==> src/rtl/core/line_pattern_matcher_assert.svh <==
// Assertion macros shared by the line pattern matcher modules.
`ifndef LINE_PATTERN_MATCHER_ASSERT_SVH
`define LINE_PATTERN_MATCHER_ASSERT_SVH

// Same-cycle implication, sampled on clk, off while rst_n is low.
`define LPM_ASSERT_IMP(lbl, ante, cons, msg) \
  lbl: assert property (@(posedge clk) disable iff (!rst_n) (ante) |-> (cons)) \
    else $error(msg);

// Next-cycle implication, sampled on clk, off while rst_n is low.
`define LPM_ASSERT_NXT(lbl, ante, cons, msg) \
  lbl: assert property (@(posedge clk) disable iff (!rst_n) (ante) |=> (cons)) \
    else $error(msg);

`endif

==> src/rtl/core/lpm_pkg.sv <==
// Shared types, constants and helpers for the line pattern matcher.
`timescale 1ns / 1ps
`default_nettype none

package lpm_pkg;

  // Parameter defaults
  localparam int PATTERN_MAX_DEF = 16;
  localparam int LINE_CAP_DEF    = 2048;

  // Field and register widths
  localparam int BYTE_W      = 8;
  localparam int MOD_W       = 2;
  localparam int LEN_OUT_W   = 11;
  localparam int CFG_IDX_W   = 8;
  localparam int CFG_DATA_W  = 64;
  localparam int MODS_W      = 32;
  localparam int PLEN_W      = 5;
  localparam int REG_ELEMS   = 16;
  localparam int IN_TDATA_W  = 8;
  localparam int OUT_TDATA_W = 16;

  // Register indexes
  localparam logic [CFG_IDX_W-1:0] CFG_CHARS_LOW  = 8'd0;
  localparam logic [CFG_IDX_W-1:0] CFG_CHARS_HIGH = 8'd1;
  localparam logic [CFG_IDX_W-1:0] CFG_MODS       = 8'd2;
  localparam logic [CFG_IDX_W-1:0] CFG_LENGTH     = 8'd3;

  // Modifier codes; code 3 acts as none
  localparam logic [MOD_W-1:0] MOD_NONE     = 2'd0;
  localparam logic [MOD_W-1:0] MOD_STAR     = 2'd1;
  localparam logic [MOD_W-1:0] MOD_QUESTION = 2'd2;

  // Character codes
  localparam logic [BYTE_W-1:0] CHAR_NEWLINE = 8'h0A;
  localparam logic [BYTE_W-1:0] CHAR_DOT     = 8'h2E;
  localparam logic [BYTE_W-1:0] CHAR_DIG_LO  = 8'd48;
  localparam logic [BYTE_W-1:0] CHAR_DIG_HI  = 8'd57;
  localparam logic [BYTE_W-1:0] CHAR_UPR_LO  = 8'd65;
  localparam logic [BYTE_W-1:0] CHAR_UPR_HI  = 8'd90;
  localparam logic [BYTE_W-1:0] CHAR_LWR_LO  = 8'd97;
  localparam logic [BYTE_W-1:0] CHAR_LWR_HI  = 8'd122;

  // Per-beat control handed to every position cell
  typedef struct packed {
    logic flush;  // new file: treat held positions as empty this beat
    logic load;   // take the stepped position set
    logic clear;  // return to the start position only
  } cell_ctrl_t;

  // One result beat
  typedef struct packed {
    logic                 ended_full;
    logic [LEN_OUT_W-1:0] line_length;
    logic                 line_matched;
  } out_beat_t;

  function automatic logic is_alnum(input logic [BYTE_W-1:0] b);
    is_alnum = (b >= CHAR_DIG_LO && b <= CHAR_DIG_HI) ||
               (b >= CHAR_UPR_LO && b <= CHAR_UPR_HI) ||
               (b >= CHAR_LWR_LO && b <= CHAR_LWR_HI);
  endfunction

endpackage

`default_nettype wire

==> src/rtl/core/lpm_cell.sv <==
// One NFA position cell: holds the active bit of its position and steps it.
`timescale 1ns / 1ps
`default_nettype none

module lpm_cell (
  input  wire logic                       clk,
  input  wire logic                       rst_n,
  input  wire lpm_pkg::cell_ctrl_t        ctrl,
  input  wire logic [lpm_pkg::BYTE_W-1:0] data_byte,
  input  wire logic                       byte_alnum,
  input  wire logic [lpm_pkg::BYTE_W-1:0] elem_char,
  input  wire logic [lpm_pkg::MOD_W-1:0]  elem_mod,
  input  wire logic                       elem_en,
  input  wire logic                       s_skip_in,
  input  wire logic                       adv_in,
  input  wire logic                       c_skip_in,
  output logic                            s_skip_out,
  output logic                            adv_out,
  output logic                            c_skip_out,
  output logic                            pos_hit
);
  import lpm_pkg::*;

  logic act_r;
  logic act_nxt;
  logic s_pos;
  logic c_pos;
  logic opt;
  logic star;
  logic hit;

  // Decode the element
  assign star = (elem_mod == MOD_STAR);
  assign opt  = (elem_mod == MOD_STAR) || (elem_mod == MOD_QUESTION);

  // Position set before the byte, with optional elements skipped
  assign s_pos      = (act_r & ~ctrl.flush) | s_skip_in;
  assign s_skip_out = s_pos & opt & elem_en;

  // Element consumes the byte: star stays, others advance
  assign hit     = s_pos & elem_en & byte_alnum &
                   ((elem_char == CHAR_DOT) || (elem_char == data_byte));
  assign adv_out = hit & ~star;

  // Position set after the byte, with optional elements skipped
  assign c_pos      = adv_in | (hit & star) | c_skip_in;
  assign c_skip_out = c_pos & opt & elem_en;

  assign pos_hit = s_pos | c_pos;

  // Advance, clear or hold the active bit
  always_comb begin
    priority if (ctrl.load) begin
      act_nxt = c_pos;
    end else if (ctrl.clear) begin
      act_nxt = 1'b0;
    end else begin
      act_nxt = act_r;
    end
  end

  always_ff @(posedge clk) begin
    if (!rst_n) begin
      act_r <= 1'b0;
    end else begin
      act_r <= act_nxt;
    end
  end

endmodule

`default_nettype wire

==> src/rtl/core/lpm_out_buf.sv <==
// Two-entry result buffer: output register plus skid entry.
`timescale 1ns / 1ps
`default_nettype none

module lpm_out_buf
  `include "line_pattern_matcher_assert.svh"
(
  input  wire logic               clk,
  input  wire logic               rst_n,
  input  wire logic               push,
  input  wire lpm_pkg::out_beat_t push_data,
  output logic                    has_room,
  output logic                    head_valid,
  output lpm_pkg::out_beat_t      head_data,
  input  wire logic               head_ready
);
  import lpm_pkg::*;

  logic      head_v_r;
  logic      head_v_nxt;
  logic      skid_v_r;
  logic      skid_v_nxt;
  out_beat_t head_r;
  out_beat_t head_nxt;
  out_beat_t skid_r;
  out_beat_t skid_nxt;
  logic      pop;

  assign pop        = head_v_r & head_ready;
  assign has_room   = ~skid_v_r;
  assign head_valid = head_v_r;
  assign head_data  = head_r;

  // Refill the head from the skid entry first, then from the pushed beat
  always_comb begin
    head_v_nxt = head_v_r;
    skid_v_nxt = skid_v_r;
    head_nxt   = head_r;
    skid_nxt   = skid_r;
    if (pop) begin
      if (skid_v_r) begin
        head_nxt   = skid_r;
        skid_v_nxt = 1'b0;
      end else begin
        head_v_nxt = push;
        head_nxt   = push_data;
      end
    end else if (push) begin
      if (!head_v_r) begin
        head_v_nxt = 1'b1;
        head_nxt   = push_data;
      end else begin
        skid_v_nxt = 1'b1;
        skid_nxt   = push_data;
      end
    end
  end

  always_ff @(posedge clk) begin
    if (!rst_n) begin
      head_v_r <= 1'b0;
      skid_v_r <= 1'b0;
    end else begin
      head_v_r <= head_v_nxt;
      skid_v_r <= skid_v_nxt;
    end
    head_r <= head_nxt;
    skid_r <= skid_nxt;
  end

  `LPM_ASSERT_IMP(a_skid_behind_head, skid_v_r, head_v_r,
                  "skid entry held with an empty head")
  `LPM_ASSERT_IMP(a_no_push_when_full, push, !skid_v_r,
                  "result pushed into a full buffer")

endmodule

`default_nettype wire

==> src/rtl/core/line_pattern_matcher.sv <==
// Line pattern matcher: cuts a byte stream into lines and flags pattern hits.
// Throughput: one byte beat per cycle, back to back, through one pass of the
//   position cell chain; input stalls only while both result entries are full.
// Results: a line's result is registered in the result buffer and reaches out_* behind any results still held there.
// Reset (synchronous, rst_n low): pattern registers zero, start position only,
//   line count and match cleared, skip off, result buffer empty.
`timescale 1ns / 1ps
`default_nettype none

module line_pattern_matcher #(
  parameter int PATTERN_MAX = lpm_pkg::PATTERN_MAX_DEF,
  parameter int LINE_CAP    = lpm_pkg::LINE_CAP_DEF
) (
  input  wire logic                            clk,
  input  wire logic                            rst_n,
  // data_byte [7:0]
  input  wire logic [lpm_pkg::IN_TDATA_W-1:0]  in_tdata,
  // new_file [0]
  input  wire logic                            in_tuser,
  input  wire logic                            in_tvalid,
  output logic                                 in_tready,
  // line_length [10:0], zero [15:11]
  output logic [lpm_pkg::OUT_TDATA_W-1:0]      out_tdata,
  // line_matched [0], ended_full [1]
  output logic [1:0]                           out_tuser,
  output logic                                 out_tvalid,
  input  wire logic                            out_tready,
  input  wire logic                            cfg_valid,
  output logic                                 cfg_ready,
  input  wire logic [lpm_pkg::CFG_IDX_W-1:0]   cfg_index,
  input  wire logic [lpm_pkg::CFG_DATA_W-1:0]  cfg_data
);
  import lpm_pkg::*;

  `include "line_pattern_matcher_assert.svh"

  localparam int CNT_W = $clog2(LINE_CAP);
  localparam int LEN_W = $clog2(PATTERN_MAX + 1);
  localparam logic [CNT_W-1:0] LINE_FULL = CNT_W'(LINE_CAP - 1);
  localparam logic [5:0]       PMAX6     = 6'(PATTERN_MAX);

  // Pattern registers
  logic [CFG_DATA_W-1:0] chars_lo_r;
  logic [CFG_DATA_W-1:0] chars_hi_r;
  logic [MODS_W-1:0]     mods_r;
  logic [PLEN_W-1:0]     plen_r;

  // Line state
  logic [CNT_W-1:0] cnt_r;
  logic [CNT_W-1:0] cnt_nxt;
  logic             match_r;
  logic             match_nxt;
  logic             skip_r;
  logic             skip_nxt;

  logic [BYTE_W-1:0] data_byte;
  logic              new_file;
  logic              in_beat;
  logic              byte_alnum;
  logic [CNT_W-1:0]  cnt_eff;
  logic              match_eff;
  logic              skip_eff;
  logic              line_end;
  logic              res_push;
  logic [5:0]        plen6;
  logic [5:0]        eff_len6;
  logic [LEN_W-1:0]  eff_len;
  logic [CNT_W+LEN_OUT_W-1:0] cnt_ext;
  cell_ctrl_t        ctrl;
  out_beat_t         res;
  out_beat_t         head;
  logic              buf_room;

  // Chain signals between cells
  logic [PATTERN_MAX+1:0] s_chain;
  logic [PATTERN_MAX+1:0] adv_chain;
  logic [PATTERN_MAX+1:0] c_chain;
  logic [PATTERN_MAX:0]   pos_hit;

  assign data_byte  = in_tdata[BYTE_W-1:0];
  assign new_file   = in_tuser;
  assign in_tready  = buf_room;
  assign in_beat    = in_tvalid & in_tready;
  assign byte_alnum = is_alnum(data_byte);

  // Clamp pattern length to PATTERN_MAX elements
  assign plen6    = {1'b0, plen_r};
  assign eff_len6 = (plen6 > PMAX6) ? PMAX6 : plen6;
  assign eff_len  = eff_len6[LEN_W-1:0];

  // Config writes
  assign cfg_ready = 1'b1;

  always_ff @(posedge clk) begin
    if (!rst_n) begin
      chars_lo_r <= '0;
      chars_hi_r <= '0;
      mods_r     <= '0;
      plen_r     <= '0;
    end else if (cfg_valid && cfg_ready) begin
      unique case (cfg_index)
        CFG_CHARS_LOW:  chars_lo_r <= cfg_data;
        CFG_CHARS_HIGH: chars_hi_r <= cfg_data;
        CFG_MODS:       mods_r     <= cfg_data[MODS_W-1:0];
        CFG_LENGTH:     plen_r     <= cfg_data[PLEN_W-1:0];
        default: ;
      endcase
    end
  end

  // Line state as seen by this beat: a new file wipes it first
  assign cnt_eff   = new_file ? '0 : cnt_r;
  assign match_eff = new_file ? 1'b0 : match_r;
  assign skip_eff  = skip_r & ~new_file;
  assign line_end  = (data_byte == CHAR_NEWLINE) || (cnt_eff >= LINE_FULL);

  // Decide this beat's action
  always_comb begin
    cnt_nxt    = cnt_r;
    match_nxt  = match_r;
    skip_nxt   = skip_r;
    res_push   = 1'b0;
    ctrl.flush = in_beat & new_file;
    ctrl.load  = 1'b0;
    ctrl.clear = in_beat & new_file;
    if (in_beat) begin
      cnt_nxt   = cnt_eff;
      match_nxt = match_eff;
      skip_nxt  = skip_eff;
      priority if (skip_eff) begin
        // drop the byte
      end else if (data_byte[BYTE_W-1]) begin
        skip_nxt   = 1'b1;
        cnt_nxt    = '0;
        match_nxt  = 1'b0;
        ctrl.clear = 1'b1;
      end else if (line_end) begin
        res_push   = 1'b1;
        cnt_nxt    = '0;
        match_nxt  = 1'b0;
        ctrl.clear = 1'b1;
      end else begin
        cnt_nxt = cnt_eff + 1'b1;
        priority if (eff_len == '0) begin
          match_nxt  = 1'b1;
          ctrl.clear = 1'b1;
        end else if (!byte_alnum) begin
          ctrl.clear = 1'b1;
        end else begin
          ctrl.load = 1'b1;
          match_nxt = match_eff | pos_hit[eff_len];
        end
      end
    end
  end

  always_ff @(posedge clk) begin
    if (!rst_n) begin
      cnt_r   <= '0;
      match_r <= 1'b0;
      skip_r  <= 1'b0;
    end else begin
      cnt_r   <= cnt_nxt;
      match_r <= match_nxt;
      skip_r  <= skip_nxt;
    end
  end

  // Seed the chain: start position always active
  assign s_chain[0]   = 1'b1;
  assign adv_chain[0] = 1'b0;
  assign c_chain[0]   = 1'b0;

  // One cell per position; the last holds the accept position only
  for (genvar k = 0; k <= PATTERN_MAX; k++) begin : g_cell
    logic [BYTE_W-1:0] el_char;
    logic [MOD_W-1:0]  el_mod;
    logic              el_en;

    if (k < REG_ELEMS / 2) begin : g_lo
      assign el_char = chars_lo_r[BYTE_W*k +: BYTE_W];
    end else if (k < REG_ELEMS) begin : g_hi
      assign el_char = chars_hi_r[BYTE_W*(k-REG_ELEMS/2) +: BYTE_W];
    end else begin : g_none
      assign el_char = '0;
    end

    if (k < REG_ELEMS) begin : g_mod
      assign el_mod = mods_r[MOD_W*k +: MOD_W];
    end else begin : g_nomod
      assign el_mod = MOD_NONE;
    end

    assign el_en = (6'(k) < eff_len6);

    lpm_cell u_cell (
      .clk        (clk),
      .rst_n      (rst_n),
      .ctrl       (ctrl),
      .data_byte  (data_byte),
      .byte_alnum (byte_alnum),
      .elem_char  (el_char),
      .elem_mod   (el_mod),
      .elem_en    (el_en),
      .s_skip_in  (s_chain[k]),
      .adv_in     (adv_chain[k]),
      .c_skip_in  (c_chain[k]),
      .s_skip_out (s_chain[k+1]),
      .adv_out    (adv_chain[k+1]),
      .c_skip_out (c_chain[k+1]),
      .pos_hit    (pos_hit[k])
    );
  end

  // Build the result beat
  assign cnt_ext          = {{LEN_OUT_W{1'b0}}, cnt_eff};
  assign res.line_matched = match_eff;
  assign res.line_length  = cnt_ext[LEN_OUT_W-1:0];
  assign res.ended_full   = (data_byte != CHAR_NEWLINE);

  lpm_out_buf u_out_buf (
    .clk        (clk),
    .rst_n      (rst_n),
    .push       (res_push),
    .push_data  (res),
    .has_room   (buf_room),
    .head_valid (out_tvalid),
    .head_data  (head),
    .head_ready (out_tready)
  );

  assign out_tdata = {{(OUT_TDATA_W-LEN_OUT_W){1'b0}}, head.line_length};
  assign out_tuser = {head.ended_full, head.line_matched};

  `LPM_ASSERT_IMP(a_skip_silent, in_beat && skip_r && !new_file, !res_push,
                  "result produced while skipping the rest of a file")
  `LPM_ASSERT_NXT(a_count_clears, res_push, cnt_r == '0,
                  "line count not cleared after a line end")
  `LPM_ASSERT_IMP(a_count_bounded, 1'b1, cnt_r <= LINE_FULL,
                  "line count beyond line capacity")

endmodule

`default_nettype wire

==> config.mk <==
export PLATFORM = sky130hd
export DESIGN_NAME = line_pattern_matcher
export DESIGN_NICKNAME = d
export VERILOG_FILES = /design/src/rtl/core/lpm_pkg.sv /design/src/rtl/core/lpm_cell.sv /design/src/rtl/core/lpm_out_buf.sv /design/src/rtl/core/line_pattern_matcher.sv
export VERILOG_INCLUDE_DIRS = /design/src /design/src/rtl/core
export SDC_FILE = /design/constraint.sdc
export NUM_CORES = 1
export LEC_CHECK = 0
export BUFFER_PORTS_ARGS = -buffer_cell sky130_fd_sc_hd__buf_2
export CAP_MARGIN = 25
export CORE_MARGIN = 2
export CORE_UTILIZATION = 25
export DETAILED_ROUTE_END_ITERATION = 7
export PLACE_DENSITY = 0.49
export SKIP_CTS_REPAIR_TIMING = 1
export SYNTH_ARGS = -nofsm -noshare
export SYNTH_HDL_FRONTEND = slang
export SYNTH_SLANG_ARGS = --single-unit
==> constraint.sdc <==
create_clock -name clk -period 5.8 [get_ports clk]
set_input_delay 0.87 -clock clk [delete_from_list [all_inputs] [get_ports clk]]
set_output_delay 0.87 -clock clk [all_outputs]
set_load 0.005 [all_outputs]
Word level (Yosys, flattened, before mapping):

Cells that the tools add are included.

* register bits: 222
* input port bits: 86
* logic and storage cells: 479
* output and inout bits: 21

* magnitude comparators: 25
* bitwise logic cells: 247
* muxes and demuxes: 53
* $add $sub $neg: 1
* reductions and logical operators: 51
* eq/ne operators: 71

Operators by type and width (count)
* AND 1 bit: 162
* == test 8 x 6 -> 1 bit (second input constant): 16
* == test 8 bit: 16
* bitwise OR 1 bit: 64
* two-way mux 13 bit: 4
* two-way mux 11 bit: 4
* two-way mux 1 bit: 41
* less-than comparator 4 x 5 -> 1 bit (first input constant): 8
* logical OR 1 bit: 35
* == test 2 x 1 -> 1 bit (second input constant): 16
* == test 2 bit (second input constant): 16
* NOT 1 bit: 21
* less-than comparator 3 x 5 -> 1 bit (first input constant): 4
* == test 8 x 2 -> 1 bit (second input constant): 2
* greater-or-equal comparator 8 x 7 -> 1 bit (second input constant): 2
* less-or-equal comparator 8 x 7 -> 1 bit (second input constant): 2
* AND reduction 2 bit: 7
* adder 11 x 1 -> 11 bit (second input constant): 1
* greater-or-equal comparator 11 bit (second input constant): 1
* less-than comparator 1 x 5 -> 1 bit (first input constant): 2
* less-than comparator 2 x 5 -> 1 bit (first input constant): 2
* == test 8 x 1 -> 1 bit (second input constant): 1
* == test 8 x 4 -> 1 bit (second input constant): 1
* greater-or-equal comparator 8 x 6 -> 1 bit (second input constant): 1
* 14 further kinds: 19

Depth between registers and ports, before layout:

Gate-level depths: netlist of run 1.

* depth after elaboration: 66
* depth in mapped cells: 15

Modules after synthesis:

Synthesis of run 1 repeated with hierarchy kept, for this count alone.

* cell total of the unflattened synthesis: 1526
* area, all modules: 12633.4 µm²

By module, submodules not included
* line_pattern_matcher: instances 1, seq. area each 3563.4 µm², area an instance 7348.3 µm², cells an instance 895
* lpm_cell: instances 17, seq. area each 20.0 µm², area an instance 247.7 µm², cells an instance 34
* lpm_out_buf: instances 1, seq. area each 820.8 µm², area an instance 1073.5 µm², cells an instance 53

Least setup slack after synthesis of run 1:

OpenSTA, ideal clock, no wires.

* kind: input to register
* start: in in_tuser
* end: reg u_out_buf.head_r, in the netlist u_out_buf.head_data[0], enable pin
* arrival: 3517 ps
* cell stages on the path: 10
* library setup time: 401 ps
* path buffers: 2
* path slack: 1882 ps
* cells stage by stage: clkbuf_1 clkbuf_1 nor2b_1 ha_1 and3_1 nand3_1 o21ai_0 a41oi_1 or3_1 o21ai_0

* cells in the longest elaborated chain, start to end: 9
* elaborated cells between the ends (all ways): 11
* classes of those cells: 1 x order compare; 5 x mux; 2 x bitwise; 3 x reduce/logical

RTL lines
* start, declared: RTL line line_pattern_matcher.sv:19 `input wire logic in_tuser,`
* two-way mux 11 bit: RTL line line_pattern_matcher.sv:112 `assign cnt_eff = new_file ? '0 : cnt_r;`
* via cnt_eff[0]: RTL line line_pattern_matcher.sv:60 `logic [CNT_W-1:0] cnt_eff;`
* greater-or-equal comparator 11 bit: RTL line line_pattern_matcher.sv:115 `assign line_end = (data_byte == CHAR_NEWLINE) || (cnt_eff >= LINE_FULL);`
* logical OR 1 bit: RTL line line_pattern_matcher.sv:115
* two-way mux 1 bit: RTL line line_pattern_matcher.sv:137 `end else if (line_end) begin`
* two-way mux 1 bit: RTL line line_pattern_matcher.sv:132 `end else if (data_byte[BYTE_W-1]) begin`
* two-way mux 1 bit: RTL line line_pattern_matcher.sv:130 `priority if (skip_eff) begin`
* two-way mux 1 bit: RTL line line_pattern_matcher.sv:126 `if (in_beat) begin`
* nonzero test 2 bit (no line)
* AND reduction 2 bit (no line)
* end signal, assigned: RTL line lpm_out_buf.sv:67 `head_r <= head_nxt;`
* end, declared: RTL line lpm_out_buf.sv:23 `out_beat_t head_r;`

The timed path passes the listed nets, and every way through them passes these cells.
A chain may end at the register's enable or synchronous reset.

Worst setup path after layout of run 1:

* start: reg plen_r[2]
* end: reg g_cell[16].u_cell.act_r

* cells in the longest elaborated chain, start to end: 57
* elaborated cells between the ends (all ways): 215
* classes of those cells: 17 x order compare; 10 x mux; 186 x bitwise; 2 x reduce/logical

RTL lines
* start, declared: RTL line line_pattern_matcher.sv:46 `logic [PLEN_W-1:0] plen_r;`
* start signal, assigned: RTL line line_pattern_matcher.sv:105 `CFG_LENGTH: plen_r <= cfg_data[PLEN_W-1:0];`
* greater-than comparator 5 bit: RTL line line_pattern_matcher.sv:88 `assign eff_len6 = (plen6 > PMAX6) ? PMAX6 : plen6;`
* two-way mux 5 bit (*): RTL line line_pattern_matcher.sv:88
* less-than comparator 1 x 5 -> 1 bit: RTL line line_pattern_matcher.sv:194 `assign el_en = (6'(k) < eff_len6);`
* AND 1 bit: RTL line lpm_cell.sv:38 `assign s_skip_out = s_pos & opt & elem_en;`
* bitwise OR 1 bit: RTL line lpm_cell.sv:37 `assign s_pos = (act_r & ~ctrl.flush) | s_skip_in;`
* AND 1 bit, on equally long branches (2 in a row): RTL line lpm_cell.sv:38, lpm_cell.sv:41
* bitwise OR 1 bit / AND 1 bit (equally long branches): RTL line lpm_cell.sv:37, lpm_cell.sv:41
* AND 1 bit, on equally long branches: RTL line lpm_cell.sv:38, lpm_cell.sv:41, lpm_cell.sv:46
* (+39 left out)
* AND 1 bit (tied with other cells): RTL line lpm_cell.sv:41 `assign hit = s_pos & elem_en & byte_alnum &`
* AND 1 bit / bitwise OR 1 bit (equally long branches): RTL line lpm_cell.sv:41, lpm_cell.sv:46
* AND 1 bit, on equally long branches: RTL line lpm_cell.sv:46, lpm_cell.sv:47
* bitwise OR 1 bit / AND 1 bit (equally long branches): RTL line lpm_cell.sv:46, lpm_cell.sv:47
* bitwise OR 1 bit: RTL line lpm_cell.sv:46 `assign c_pos = adv_in | (hit & star) | c_skip_in;`
* AND 1 bit (2 in a row): RTL line lpm_cell.sv:47 `assign c_skip_out = c_pos & opt & elem_en;`
* bitwise OR 1 bit: RTL line lpm_cell.sv:46
* two-way mux 1 bit: RTL line lpm_cell.sv:53 `priority if (ctrl.load) begin`
* end signal, assigned: RTL line lpm_cell.sv:66 `act_r <= act_nxt;`
* end, declared: RTL line lpm_cell.sv:24 `logic act_r;`

Mark *: on every way between the ends. The rest lies on a longest branch, timed or not.

==> results.ini, run 1 <==
[floorplan]
dieHeight_um=229
start_util_pct=25.3
die-width_um=229
die-area_um2=52400
rows=82
ios=107
fp.coreArea_um2=50100

[route]
vias=11200
first_pass_iters=5
routed_via_density=4.81
drt_iter0_markers=747
wirelength_um=40100
post_drt_wl_per_cell_um=17.3
drcViolationCount=0
drtAntennaViolNets=0

[min_path]
min_path_cells=2
hold_class=reg2reg
min_from=mods_r[15]

[power]
power_mw=3.36
power_density_nw_per_um2=230
intPower_mw=2.55
p_leak_nw=5.00
switchingPower_mw=0.812
clockPowerShare_pct=47.8
combPwrFrac_pct=5.9
worst_ir_drop_vdd_uv=185
seq_power_share_pct=46.3
swShare_pct=24.2

[synth]
yosys-top-cells-area=dfxtp_1 (31%), nand2_1 (12%), a21boi_0 (10%), xor2_1 (7.4%), edfxtp_1 (6.2%)
postSynthAreaPerCell_um2=8.03
synth_edf_count=26
ys_seq_area_share_pct=37.2
syn_area_um2=12700
async_flop_share_pct=0
synthCells=1576
ys_ff_latch=222
synth_most_common_cell=nand2_1
netlist_top_cells_count=nand2_1 (401), dfxtp_1 (196), a21boi_0 (171)
synth.distinct_cells=83
synth_top_area_share_pct=31.0
netlist.top_cell.by_area=dfxtp_1
yosysWarnings=0
synthFlopType=dfxtp_1

[worst_setup_path]
startpoint_type=register
r2r.worst_path.cells=12
cp_slowest_cell=dfxtp_1
path_cells=nor3_2, nor2_2, o2111ai_1, o2bb2ai_2, a31oi_1, or4b_1, o311a_1, o22ai_1, a31oi_4, a2111oi_2, a31oi_1, o21ai_1
setup.worst_path.class=reg2reg
startpoint=plen_r[2]
r2r-start=plen_r[2]
crit_family=compound AO/OA/AOI/OAI gates
crit_cells=12
worst_ep_required_time_ps=6280
cp-end-kind=register
cp_common_cell=a31oi_1
path_buf_inv=0
path_max_fanout=18
slowest_delay_ps=1010
cp_data_arrival_time_ps=4860

[layout]
final_cells=2319
nets=1730
drive_gt1_share_pct=11.6
synthToLayoutAreaGrowth_pct=15.3
fillCellCount=5510

[sta]
rsz0062_at_grt=false
setup_tns_ps=0
setup_violations=0
fmax_mhz=228
finalCritPeriodShare_pct=75.5
fin_skew_ps=17.6
hold_viol_final=0
slew_headroom_pct=30.8
slew_viol_final=0
min_period_ps=4380
worstMarginPinSlew_ps=1040

[grt]
overflow=0
grt_start_max_net_pins=78
grt_antenna_before_repair=8
grt_pass1_wl_um=63300
grt_use_total_pct=15.1
grt_pass1_vias=10900

[cts]
cts_max_level=1
cts_buffer_depth=3
cts_root_buf=clkbuf_16
cts.sinks=222
cts_tree=yes
clk_latency_ps=560
numCtsBuffers=26
clkTransAtPathRegs_ps=60

[job]
cap_violations=0

[place]
hpwlAfterDp_um=28800
placed_cells=2271
port_buffers=100
gp_routability_congestion=0.887

[outcome]
status=finished clean

sequential cells by signal, indices dropped and copies added, names as in the netlist:
register	count
chars_hi_r	64
plen_r	5
match_r	1
mods_r	32
chars_lo_r	64
skip_r	1
u_out_buf.head_valid	1
cnt_r	11
g_cell.u_cell.act_r	16
u_out_buf.head_data	13
u_out_buf.skid_v_r	1
u_out_buf.skid_r	13
area by class of cell:
class	instances	area (um^2)	share of cell area [%]
Multi-Input combinational cell	1220	7410	50.8
Sequential cell	222	4700	32.2
Inverter	36	135	0.926
Clock inverter	12	119	0.815
Antenna cell	3	7.51	0.0514
Tap cell	672	841	5.76
Clock buffer	33	717	4.91
Timing Repair Buffer	121	661	4.53
logic make-up (layout without fill, tap and decap cells):
kind of cell	count (synthesis)	count (layout)	share of synthesized area, %
xor gates and xnor gates	131	131	9.07
and+or+nand+nor	695	695	25.8
DFF	222	222	37.2
adders and majority gates	17	17	1.68
AOI/OAI and AO/OA	365	365	21.2
other	2	9	0.0593
muxes	6	6	0.475
buffers and inverters	138	202	4.55
worst paths after layout:
| kind | to | slack [ps] |
|---|---|---|
| worst min register to register | mods_r[15] | 470 |
| worst max register to register | g_cell[16].u_cell.act_r | 1420 |
| worst max-delay path | g_cell[16].u_cell.act_r | 1420 |
| worst min-delay path | mods_r[15] | 470 |
layer usage:
layer	GRT usage, %	vias to the layer above	part of all wire, %
li1	-	5546	-
met1	19.5	5270	45
met2	25.6	273	47
met3	3.03	63	5.5
met4	3.25	12	2.0
met5	1.29	-	0.40
layout by cell type (no fill, tap or decap), drive strengths merged, types with 39 or more instances in the layout:
master	n
a21boi	175
a21oi	45
buf	121
dfxtp	196
nand2	401
nor2	55
nor2b	39
nor4	53
o21ai	40
xor2	107
metrics by stage:
stage	instance area (um^2)	setup slack, ps	hold slack, ps	util, %
6_report	14600	1420	466	29.1
5_1_grt	14600	1190	486	29.1
4_1_cts	14600	1480	469	29.1
3_5_place_dp	13700	1240	460	27.5
3_3_place_gp	13700	1290	450	27.5
2_1_floorplan	12700	1880	439	-
worst min-delay path, delay by kind of cell (launching register included):
kind / cells / cell delay, ps
and+or+nand+nor: 1 / 50
DFF: 1 / 310
AOI/OAI and AO/OA: 1 / 60
power by group through the flow:
stage,registers [mW],clock network [mW],logic (mW)
global placement,1.59,0,0.194
detailed placement,1.59,0,0.197
finish,1.56,1.61,0.197
floorplan,1.59,0,0.118
CTS,1.56,1.65,0.198
global route,1.56,1.72,0.214
No activity file was read; power rests on OpenSTA's default activity.
==> run 2, diff against run 1 <==
--- a/config.mk
+++ b/config.mk
@@ -11,7 +11,7 @@
 export CORE_MARGIN = 2
 export CORE_UTILIZATION = 25
 export DETAILED_ROUTE_END_ITERATION = 7
-export PLACE_DENSITY = 0.49
+export PLACE_DENSITY = 0.5
 export SKIP_CTS_REPAIR_TIMING = 1
 export SYNTH_ARGS = -nofsm -noshare
 export SYNTH_HDL_FRONTEND = slang
==> constraint.sdc (replaced) <==
create_clock -name clk -period 3.85 [get_ports clk]
set_input_delay 0.5775 -clock clk [delete_from_list [all_inputs] [get_ports clk]]
set_output_delay 0.5775 -clock clk [all_outputs]
set_load 0.005 [all_outputs]
==> results.ini, run 2 (synthesized netlist as in run 1, its figures left out) <==
[power]
power_density_nw_per_um2=354  ; +54%
worst_ir_drop_vdd_uv=358  ; +93%
p_leak_nw=5.39  ; +7.8%

[layout]
nets=1790  ; +3.5%
finish.instance_area_um2=15300  ; +4.9%
synthToLayoutAreaGrowth_pct=21.0
final_common_cell=nand2_1
reg_top3=chars_hi_r: 64 flops, chars_lo_r: 64 flops, mods_r: 32 flops
drive_gt1_share_pct=15.1  ; +3.5 points
final_cell_mix=nand2_1 (400), dfxtp_1 (196), a21boi_0 (171)
final_cells=2380  ; +2.6%

[sta]
holdWs_ps=266  ; -200 ps
fin_skew_ps=21.6  ; +4.04 ps
min_period_ps=3660  ; -717 ps
worstMarginPinSlew_ps=784  ; -253 ps
slew_viol_final=0  ; unchanged
slew_headroom_pct=47.7  ; +17 points
fmax_mhz=273  ; +20%
finalCritPeriodShare_pct=95.1  ; +20 points
rsz0062_at_grt=false
hold_viol_final=0  ; unchanged
setup_violations=0  ; unchanged

[cts]
clk_latency_ps=570  ; about the same
cts_root_buf=clkbuf_16
cts.sinks=222  ; unchanged
cts_buffer_depth=3  ; unchanged
numCtsBuffers=27  ; +3.8%
cts_tree=yes
cts_max_level=1  ; unchanged
clkTransAtPathRegs_ps=60  ; about the same

[route]
routed_via_density=4.83  ; +0.38%
vias=11500  ; +3.0%
drt_iter0_markers=690  ; -7.6%
m1WireLength_um=19000  ; +5.3%
dr.max_layer_used=met4
wl_met3_um=1790  ; -19%
drcViolationCount=0  ; unchanged
post_drt_wl_per_cell_um=17.1  ; -1.2%
route.met2.wl_um=18900  ; +0.25%
drtAntennaViolNets=0  ; unchanged
wirelength_um=40700  ; +1.4%
first_pass_iters=8  ; +3

[worst_setup_path]
startpoint_type=register
r2r_end=match_r
cp_data_arrival_time_ps=4090  ; -770 ps
worst_ep_required_time_ps=4280  ; -2000 ps
cp-end-kind=register
path_max_fanout=8  ; -10
setup.worst_path.class=reg2reg
r2r.worst_path.cells=14  ; +2
rrSetupSlack_ps=190  ; -1230 ps
r2r-start=plen_r[2]

[floorplan]
die-width_um=229  ; unchanged
fp.coreArea_um2=50100  ; unchanged
die-area_um2=52400  ; unchanged
ios=107  ; unchanged
dieHeight_um=229  ; unchanged
rows=82  ; unchanged
start_util_pct=25.3  ; unchanged

[grt]
grt_pass1_vias=11100  ; +2.2%
overflow=0  ; unchanged
grt_antenna_before_repair=1  ; -7
grt_start_max_net_pins=143  ; +83%
grt_pass1_wl_um=64000  ; +1.0%
grt_use_total_pct=15.2  ; +0.12 points

[job]
cap_violations=0  ; unchanged

[min_path]
min_from=cfg_data[39]
hold_class=in2reg
hold_end=chars_hi_r[39]
min_path_cells=3  ; +1

[place]
port_buffers=100  ; unchanged
gp_routability_congestion=0.874  ; -1.4%
place_area_um2=14300  ; +4.2%
placed_cells=2330  ; +2.6%
hpwlAfterDp_um=29600  ; +3.0%

[outcome]
status=finished clean

[run 2: changes by cell type in the layout (fill, tap and decap cells not counted), moves of 2 or more]
cell,change
buf_12,+11
buf_4,+48
bufinv_16,+4
diode_2,-2
[run 2: cell type report]
class                      instances  area, um^2
inverter                          36         135
tap                              672         841
antenna                            1        2.50
clock inverter                    15         214
fill                            5408       34800
sequential                       222        4700
clock buffer                      34         732
timing repair buffer             180        1240
multi-input combinational       1220        7440
[run 2: worst max path at each step]
stage | startpoint | slack [ps] | cells after the start | to
final | plen_r[2] | 190 | 14 | match_r
after global routing | plen_r[2] | 10 | 14 | g_cell[11].u_cell.act_r
after CTS | mods_r[1] | -30 | 15 | g_cell[16].u_cell.act_r
after detailed placement | mods_r[1] | -30 | 15 | g_cell[16].u_cell.act_r
after global placement | mods_r[1] | -60 | 15 | g_cell[16].u_cell.act_r
after floorplan | in_tuser | 220 | 10 | u_out_buf.head_data[0]
[run 2: where the power goes]
group          switching (mW)  internal [mW]  total [mW]  leakage (nW)
sequential            0.00531           2.34        2.34          1.84
combinational           0.191          0.136       0.327          3.09
clock                    1.06           1.68        2.74         0.464
total                    1.26           4.16        5.41          5.39
[run 2: worst max-delay path: stages (launching register included)]
cell       delay, ps
dfxtp_1          400
buf_4            220
a2111oi_4        430
buf_4            230
a211oi_1          60
o221ai_1         340
a2111oi_2        160
nand3_1          120
o21ai_0           90
a2111o_1         380
a2111o_1         480
o32ai_1          260
o221ai_1         140
o211ai_1         100
o2111ai_1        130
[run 2: per-stage QoR]
stage	power (mW)	TNS (ps)	setup slack (ps)	utilization [%]
3_3_place_gp	2.72	-104	-57.0	28.6
2_1_floorplan	2.57	0	225	-
6_report	5.41	0	190	30.6
3_5_place_dp	2.72	-32.9	-26.6	28.6
4_1_cts	5.50	-47.9	-29.7	30.5
5_1_grt	5.62	0	12.1	30.6
[run 2: per-layer routing]
layer	vias up	track usage (%)
li1	5672	-
met1	5483	20.6
met2	279	25.4
met3	67	2.22
met4	0	3.45
met5	-	0
==> run 3, diff against run 2 <==
--- a/config.mk
+++ b/config.mk
@@ -11,7 +11,7 @@
 export CORE_MARGIN = 2
 export CORE_UTILIZATION = 25
 export DETAILED_ROUTE_END_ITERATION = 7
-export PLACE_DENSITY = 0.5
+export REMOVE_ABC_BUFFERS = 1
 export SKIP_CTS_REPAIR_TIMING = 1
 export SYNTH_ARGS = -nofsm -noshare
 export SYNTH_HDL_FRONTEND = slang
==> results.ini, run 3 (synthesized netlist as in run 1, its figures left out) <==
[outcome]
status=finished clean

[power]
seq_power_share_pct=44.5  ; +1.2 points
swShare_pct=23.6  ; +0.33 points
intPower_mw=4.02  ; -3.1%
combPwrFrac_pct=6.2  ; +0.2 points
clockPowerShare_pct=49.3  ; -1.4 points
worst_ir_drop_vdd_uv=359  ; +0.32%
power_mw=5.27  ; -2.7%
p_leak_nw=5.30  ; -1.7%
power_density_nw_per_um2=347  ; -1.8%
switchingPower_mw=1.24  ; -1.3%

[cts]
cts_max_level=1  ; unchanged
clkTransAtPathRegs_ps=60  ; about the same
clk_latency_ps=570  ; about the same
numCtsBuffers=26  ; -3.7%
cts.sinks=222  ; unchanged
cts_root_buf=clkbuf_16
cts_tree=yes
cts_buffer_depth=3  ; unchanged

[sta]
setup_violations=0  ; unchanged
fin_skew_ps=31.4  ; +9.82 ps
fmax_mhz=275  ; +0.78%
setup_tns_ps=0  ; unchanged
slew_headroom_pct=47.2  ; -0.53 points
worstMarginPinSlew_ps=789  ; +5.00 ps
rsz0062_at_grt=false
slew_viol_final=0  ; unchanged
finalCritPeriodShare_pct=94.3  ; -0.73 points
hold_viol_final=0  ; unchanged
setup_ws_ps=218  ; +28.1 ps
min_period_ps=3630  ; -28.2 ps
holdWs_ps=266  ; +0.244 ps

[place]
pre_cts_slack_ps=37.9  ; +64.5 ps
placed_cells=2315  ; -0.64%
gp_routability_congestion=0.899  ; +2.8%
port_buffers=100  ; unchanged
hpwlAfterDp_um=28800  ; -2.8%
place_area_um2=14200  ; -0.70%

[floorplan]
ios=107  ; unchanged
die-width_um=229  ; unchanged
dieHeight_um=229  ; unchanged
rows=82  ; unchanged
start_util_pct=25.3  ; unchanged
die-area_um2=52400  ; unchanged
fp.coreArea_um2=50100  ; unchanged

[grt]
grt_pass1_vias=11400  ; +2.4%
grt_start_max_net_pins=93  ; -35%
grt_antenna_before_repair=3  ; +2
grt_use_total_pct=14.8  ; -0.35 points
overflow=0  ; unchanged
grt_pass1_wl_um=63200  ; -1.2%

[route]
wirelength_um=39300  ; -3.5%
post_drt_wl_per_cell_um=16.6  ; -2.8%
routed_via_density=4.87  ; +0.73%
drcViolationCount=0  ; unchanged
drt_iter0_markers=873  ; +27%
drtAntennaViolNets=0  ; unchanged
first_pass_iters=5  ; -3
vias=11500  ; +0.052%

[layout]
nets=1776  ; -0.78%
final_util_pct=30.3  ; -0.29 points
final_cell_mix=nand2_1 (400), dfxtp_1 (196), a21boi_0 (171)
final_common_cell=nand2_1
finish.instance_area_um2=15200  ; -0.95%
drive_gt1_share_pct=14.2  ; -0.87 points
antennaDiodeCount=0  ; -1
final_cells=2364  ; -0.67%
fillCellCount=5363  ; -0.83%
reg_top3=chars_hi_r: 64 flops, chars_lo_r: 64 flops, mods_r: 32 flops
synthToLayoutAreaGrowth_pct=19.8

[worst_setup_path]
rrSetupSlack_ps=220  ; +30 ps
worst_ep_required_time_ps=4270  ; about the same
startpoint_type=register
cp-end-kind=register
path_max_fanout=10  ; +2
setup.worst_path.class=reg2reg
cp_data_arrival_time_ps=4050  ; -40 ps

[job]
cap_violations=0  ; unchanged

[min_path]
hold_class=in2reg

[run 3: path summary, 6_finish.rpt]
kind | endpoint | cells past startpoint | start
setup / recovery | g_cell[13].u_cell.act_r | 14 | plen_r[3]
hold / removal | chars_hi_r[50] | 3 | cfg_data[50]
setup reg to reg | g_cell[13].u_cell.act_r | 14 | plen_r[3]
hold reg to reg | g_cell[16].u_cell.act_r | 2 | g_cell[16].u_cell.act_r
[run 3: critical path, stage by stage, from the launching register on]
cell	delay, ps
dfxtp_1	430
buf_4	250
a211o_1	290
a21oi_1	310
o21ai_1	120
o2bb2ai_2	160
buf_4	160
a32oi_1	240
nand2_1	90
or4_1	500
a21o_1	240
a21boi_1	230
nor2_1	70
o31ai_1	300
a21boi_1	120
[run 3: power groups by stage]
stage / Sequential [mW] / Clock, mW / Combinational, mW
finish: 2.34 / 2.60 / 0.325
global placement: 2.40 / 0 / 0.320
floorplan: 2.39 / 0 / 0.115
CTS: 2.34 / 2.67 / 0.326
global route: 2.34 / 2.76 / 0.352
detailed placement: 2.40 / 0 / 0.325
[run 3: routing by layer]
| layer | global-route usage [%] | up-vias | share of wire, % |
|---|---|---|---|
| met4 | 3.73 | 6 | 2.4 |
| li1 | - | 5633 | - |
| met5 | 0 | - | 0.094 |
| met2 | 25.3 | 306 | 47 |
| met1 | 19.6 | 5493 | 46 |
| met3 | 2.15 | 69 | 4.7 |
[run 3: layout make-up]
| class | instances | area [um^2] | share of cell area [%] |
|---|---|---|---|
| flip-flops and latches | 222 | 4700 | 31.0 |
| repair buffers | 167 | 1160 | 7.62 |
| clock inverters | 12 | 180 | 1.19 |
| multi-input cells | 1220 | 7410 | 48.9 |
| well taps | 672 | 841 | 5.55 |
| inverters | 36 | 135 | 0.891 |
| clock buffers | 35 | 734 | 4.84 |
